==> src/hdl/sorted_store_min_max_span_top_assert.svh <==
// Assertion macros shared by the sorted store checks.
`ifndef SORTED_STORE_MIN_MAX_SPAN_TOP_ASSERT_SVH
`define SORTED_STORE_MIN_MAX_SPAN_TOP_ASSERT_SVH

// The condition must hold at every clock edge outside reset.
`define SSMMS_ASSERT_ALWAYS(lbl, cond) \
    lbl: assert property (@(posedge i_clk) disable iff (!i_rst_n) (cond)) \
        else $error("sorted store assertion failed");

// The consequent must hold in the cycle after the antecedent.
`define SSMMS_ASSERT_NEXT(lbl, ante, cons) \
    lbl: assert property (@(posedge i_clk) disable iff (!i_rst_n) (ante) |=> (cons)) \
        else $error("sorted store assertion failed");

`endif

==> src/hdl/ssmms_pkg.sv <==
// Shared types and constants of the sorted store with span tracking.
package ssmms_pkg;

    localparam int DEPTH       = 1024;
    localparam int DATA_W      = 32;
    localparam int CNT_W       = $clog2(DEPTH + 1);
    localparam int CAP_W       = 11;
    localparam int HELD_W      = 11;
    localparam int APB_ADDR_W  = 3;
    localparam int APB_DATA_W  = 32;
    localparam int OUT_TDATA_W = 80;
    localparam int OUT_TUSER_W = 2;

    localparam logic [CAP_W-1:0]  CAP_RESET = CAP_W'(1024);
    localparam logic [DATA_W-1:0] GAP_NONE  = {DATA_W{1'b1}};

    // Word index of the capacity register on the configuration port.
    localparam logic [0:0] REG_CAPACITY = 1'b0;

    typedef enum logic [2:0] {
        ST_IDLE  = 3'b001,
        ST_SWEEP = 3'b010,
        ST_DONE  = 3'b100
    } t_state;

    typedef struct packed {
        logic load;
        logic shift;
    } t_cell_ctl;

    typedef struct packed {
        logic [DATA_W-1:0] value;
        logic              occ;
        logic              le;
    } t_cell_link;

endpackage

==> src/hdl/ssmms_cell.sv <==
// One cell of the sorted chain: holds a value and a travelling gap candidate.
module ssmms_cell (
    input  logic                           i_clk,
    input  ssmms_pkg::t_cell_ctl           i_ctl,
    input  logic [ssmms_pkg::DATA_W-1:0]   i_value,
    input  logic                           i_first,
    input  logic                           i_occ,
    input  ssmms_pkg::t_cell_link          i_left,
    output ssmms_pkg::t_cell_link          o_link,
    input  logic [ssmms_pkg::DATA_W-1:0]   i_right_gap,
    output logic [ssmms_pkg::DATA_W-1:0]   o_gap
);

    logic [ssmms_pkg::DATA_W-1:0] r_val;
    logic [ssmms_pkg::DATA_W-1:0] n_val;
    logic [ssmms_pkg::DATA_W-1:0] r_gap;
    logic [ssmms_pkg::DATA_W-1:0] n_gap;
    logic                         w_own_le;
    logic                         w_take;
    logic                         w_move;
    logic [ssmms_pkg::DATA_W-1:0] w_gap_left;
    logic [ssmms_pkg::DATA_W-1:0] w_gap_right;
    logic [ssmms_pkg::DATA_W-1:0] w_gap_new;

    assign w_own_le = i_occ && (r_val <= i_value);
    assign w_take   = !w_own_le && (i_first || i_left.le);
    assign w_move   = !w_own_le && !w_take && i_left.occ;

    assign w_gap_left  = i_left.le ? (i_value - i_left.value) : ssmms_pkg::GAP_NONE;
    assign w_gap_right = i_occ ? (r_val - i_value) : ssmms_pkg::GAP_NONE;
    assign w_gap_new   = (w_gap_left < w_gap_right) ? w_gap_left : w_gap_right;

    always_comb begin
        n_val = r_val;
        n_gap = r_gap;
        if (i_ctl.load) begin
            if (w_take) begin
                n_val = i_value;
            end else if (w_move) begin
                n_val = i_left.value;
            end
            n_gap = w_take ? w_gap_new : ssmms_pkg::GAP_NONE;
        end else if (i_ctl.shift) begin
            n_gap = i_right_gap;
        end
    end

    always_ff @(posedge i_clk) begin
        r_val <= n_val;
        r_gap <= n_gap;
    end

    assign o_link.value = r_val;
    assign o_link.occ   = i_occ;
    assign o_link.le    = w_own_le;
    assign o_gap        = r_gap;

endmodule

==> config.mk <==
export PLATFORM = sky130hd
export DESIGN_NAME = ssmms_cell
export DESIGN_NICKNAME = d
export VERILOG_FILES = /design/src/hdl/sorted_store_min_max_span_top_assert.svh /design/src/hdl/ssmms_pkg.sv /design/src/hdl/ssmms_cell.sv
export SDC_FILE = /design/constraint.sdc
export NUM_CORES = 1
export LEC_CHECK = 0
export ABC_AREA = 0
export ABC_CLOCK_PERIOD_IN_PS = 11680
export BUFFER_PORTS_ARGS = -buffer_cell sky130_fd_sc_hd__buf_2
export CAP_MARGIN = 15
export CORE_ASPECT_RATIO = 0.75
export CORE_MARGIN = 3
export CORE_UTILIZATION = 38
export DETAILED_ROUTE_END_ITERATION = 16
export PLACE_DENSITY = 0.56
export SLEW_MARGIN = 15
export SYNTH_ARGS = -nofsm -noshare
export SYNTH_HDL_FRONTEND = slang
export SYNTH_SLANG_ARGS = --single-unit
==> constraint.sdc <==
create_clock -name i_clk -period 11.68 [get_ports i_clk]
set_input_delay 1.752 -clock i_clk [delete_from_list [all_inputs] [get_ports i_clk]]
set_output_delay 1.752 -clock i_clk [all_outputs]
set_load 0.005 [all_outputs]
==> run metrics <==
run status=completed; die width=171 um; most used cell along the critical path=a211oi_1; Tightest Pin Transition=0.929 ns; Leak=4.15 nW; post-route clock skew=0.0106 ns; data required time of the critical path=11.77 ns; via total after detailed routing=7610; sequential share of the synthesized area=24.9%; Cell Rows=44; die height=129 um; number of CTS-inserted buffers=9; crit path launch type=input port; DPL Wire Length=20400 um; CTS root buf=clkbuf_16; cell count after synthesis=972; number of post-CTS setup repair buffers=0; maximum level of the CTS H-tree=3; crit path buf inv count=4; Max Used Layer=met4; Mapped Area=7720 sq um; DR iter-0 viols=656; leading cell type in the layout, fill and taps excluded=buf_2; CTS Buffer Depth=2; Unique masters post-synth=68; nets in the synthesized netlist=1171; Crit-path slowest cell=fa_1; minimum clock period=6.81 ns; worst ir drop on vdd=0.0975 mV; Gates resized, CTS repair=0; critical path endpoint category=flip-flop; number of enable-type register cells in the synthesized netlist=64; mean cell area of the mapped netlist=7.94 sq um; Period Utilization, post-route=58.3%; initial antenna violation count=0; first element of the critical path=i_value[0]; input/output buffers=168; placer congestion estimate=0.930; drt pass-1 iters=5; final number of max-transition violations=0; remaining routing DRC violations=0; final total negative setup slack=0 ns; count of clock tree sinks=64; gr ovfl total=0; wire length per cell after detailed routing=18.3 um; maximum fanout count along the critical path=47; final wirelength=25100 um; fin nets=1317; count of synthesis-stage warnings from yosys=0; routed metal-1 wire length=14300 um; critical path's largest stage delay=0.44 ns; clock input transition at the sequential cells of the worst setup and hold paths=0.07 ns; number of maximum-capacitance constraint violations=0; global-route usage over all layers=22.4%; largest net degree at the start of global routing=63; Core Footprint=19700 sq um; largest area contributor in the netlist=edfxtp_1; sum of met3 wire segment lengths after detailed routing=2060 um; critical path arrival=6.89 ns; hold bufs inserted after CTS=0; R2R Path Start=r_val[13]$_DFFE_PP_; synthesis-stage register bit count=64; Area Growth Syn to Fin=17.8%; number of global-route vias before repair=6751; global-route wire length before repair=38800 um; Die Footprint=22100 sq um; Worst Hold Margin=0.969 ns; number of nets with antenna violations after routing=0; power per cell area=134 nW/um^2; number of vias per cell=5.53; IO Pins=169; Final setup viols=0; maximum clock frequency=0.147 GHz; met2 wire length=8640 um; Min-Delay Path Class=reg -> reg; startpoint of the lowest-slack hold path=r_val[31]$_DFFE_PP_; portion of synthesized cell area occupied by the leading cell type=24.9%; setup repair after global routing missed its margin=no; most frequent cells in the layout=168 x buf_2, 122 x nand2_1, 96 x a21oi_1; effective utilization at floorplan=39.3%; clock tree from TritonCTS=built; count of antenna diodes in the layout=0; Async SR Flop Fraction=0%; clock latency of the later-clocked register in the worst-skew pair=0.34 ns; cells taking the most area after synthesis=edfxtp_1 25%, ha_1 15%, a21oi_1 6.2%; category of cells accounting for the largest share of critical-path delay=compound AO/OA/AOI/OAI gates; worst rel slew slack=38.0%; Main synth FF type=edfxtp_1; critical path type=in -> reg; hold violation total from the final report=0; layout cell share with drive strength beyond 1=19.1%; total design power=0.00122 W
## where the power goes
part           internal [W]  total, W  switching [W]
Clock              0.000209  0.000326       0.000117
Combinational      0.000224  0.000589       0.000365
Sequential         0.000290  0.000303      0.0000133
Total              0.000723   0.00122       0.000495
## logic make-up (layout without fill, tap and decap cells)
logic type | Yosys count | after routing | synth area share, %
multiplexers | 7 | 7 | 0.972
flip-flops | 64 | 64 | 24.9
AND/OR/NAND/NOR | 320 | 320 | 19.9
XOR/XNOR | 48 | 48 | 5.44
adder cells (fa/ha/maj) | 96 | 96 | 15.8
AO/OA/AOI/OAI | 322 | 322 | 27.2
buffers and inverters | 115 | 266 | 5.87
## routing by layer
metal  global-route usage (%)  up-vias
li1                         -     3796
met1                     39.4     3488
met2                     27.3      316
met3                     4.30       10
met4                     2.81        0
met5                        0        -
## worst paths after layout
path / end / slack, ns / cells after the start
setup / recovery: o_gap[31]$_DFFE_PP_ / 4.87 / 25
hold / removal: o_gap[31]$_DFFE_PP_ / 0.97 / 3
setup reg to reg: o_gap[31]$_DFFE_PP_ / 6.42 / 19
hold reg to reg: o_gap[31]$_DFFE_PP_ / 0.97 / 3
## flip-flops by register name (all words and copies together), names as in the netlist
signal and cells:
r_val 32, o_gap 32
## worst register-to-register path, delay by kind of cell (launching register included)
family	cells	cell delay, ns
XOR/XNOR	1	0.33
adder cells (fa/ha/maj)	2	0.65
flip-flops	1	0.45
AND/OR/NAND/NOR	5	0.93
buffers and inverters	1	0.26
AO/OA/AOI/OAI	10	2.40
## final cells by class
type	instances	area [sq um]
clock inverter	7	119
fill	2000	10600
sequential	64	1920
tap	253	317
inverter	79	297
multi-input combinational	793	5350
timing repair buffer	171	863
clock buffer	9	225
## cell usage after synthesis, types with 4 or more instances
cell type and count:
o21ai_1 10, a21o_1 33, o211ai_1 8, o31ai_1 7
and3_1 8, xnor2_1 26, nor3_1 10, mux2_2 4
nor2_1 72, a21oi_1 96, a211oi_1 15, and2_1 26
or3_1 4, o21bai_1 8, and4_1 4, a31oi_1 8
buf_2 8, o21ai_0 80, nand2_1 122, o21a_1 13
xor2_1 22, clkbuf_1 25, nor2b_1 18, ha_1 94
nand4_1 13, inv_1 79, a21boi_0 4, nand3_1 17
nand2b_1 12, edfxtp_1 64
## stage by stage
step	cell area, sq um	utilization, %	std cells	setup WS [ns]
finish	9100	46.3	1376	4.87
global route	9100	46.3	1376	4.30
CTS	9100	46.3	1376	4.90
detailed placement	8750	44.5	1360	4.55
global placement	8750	44.5	1360	4.63
floorplan	7720	-	972	5.69
Power figures use the tool's default switching activity.
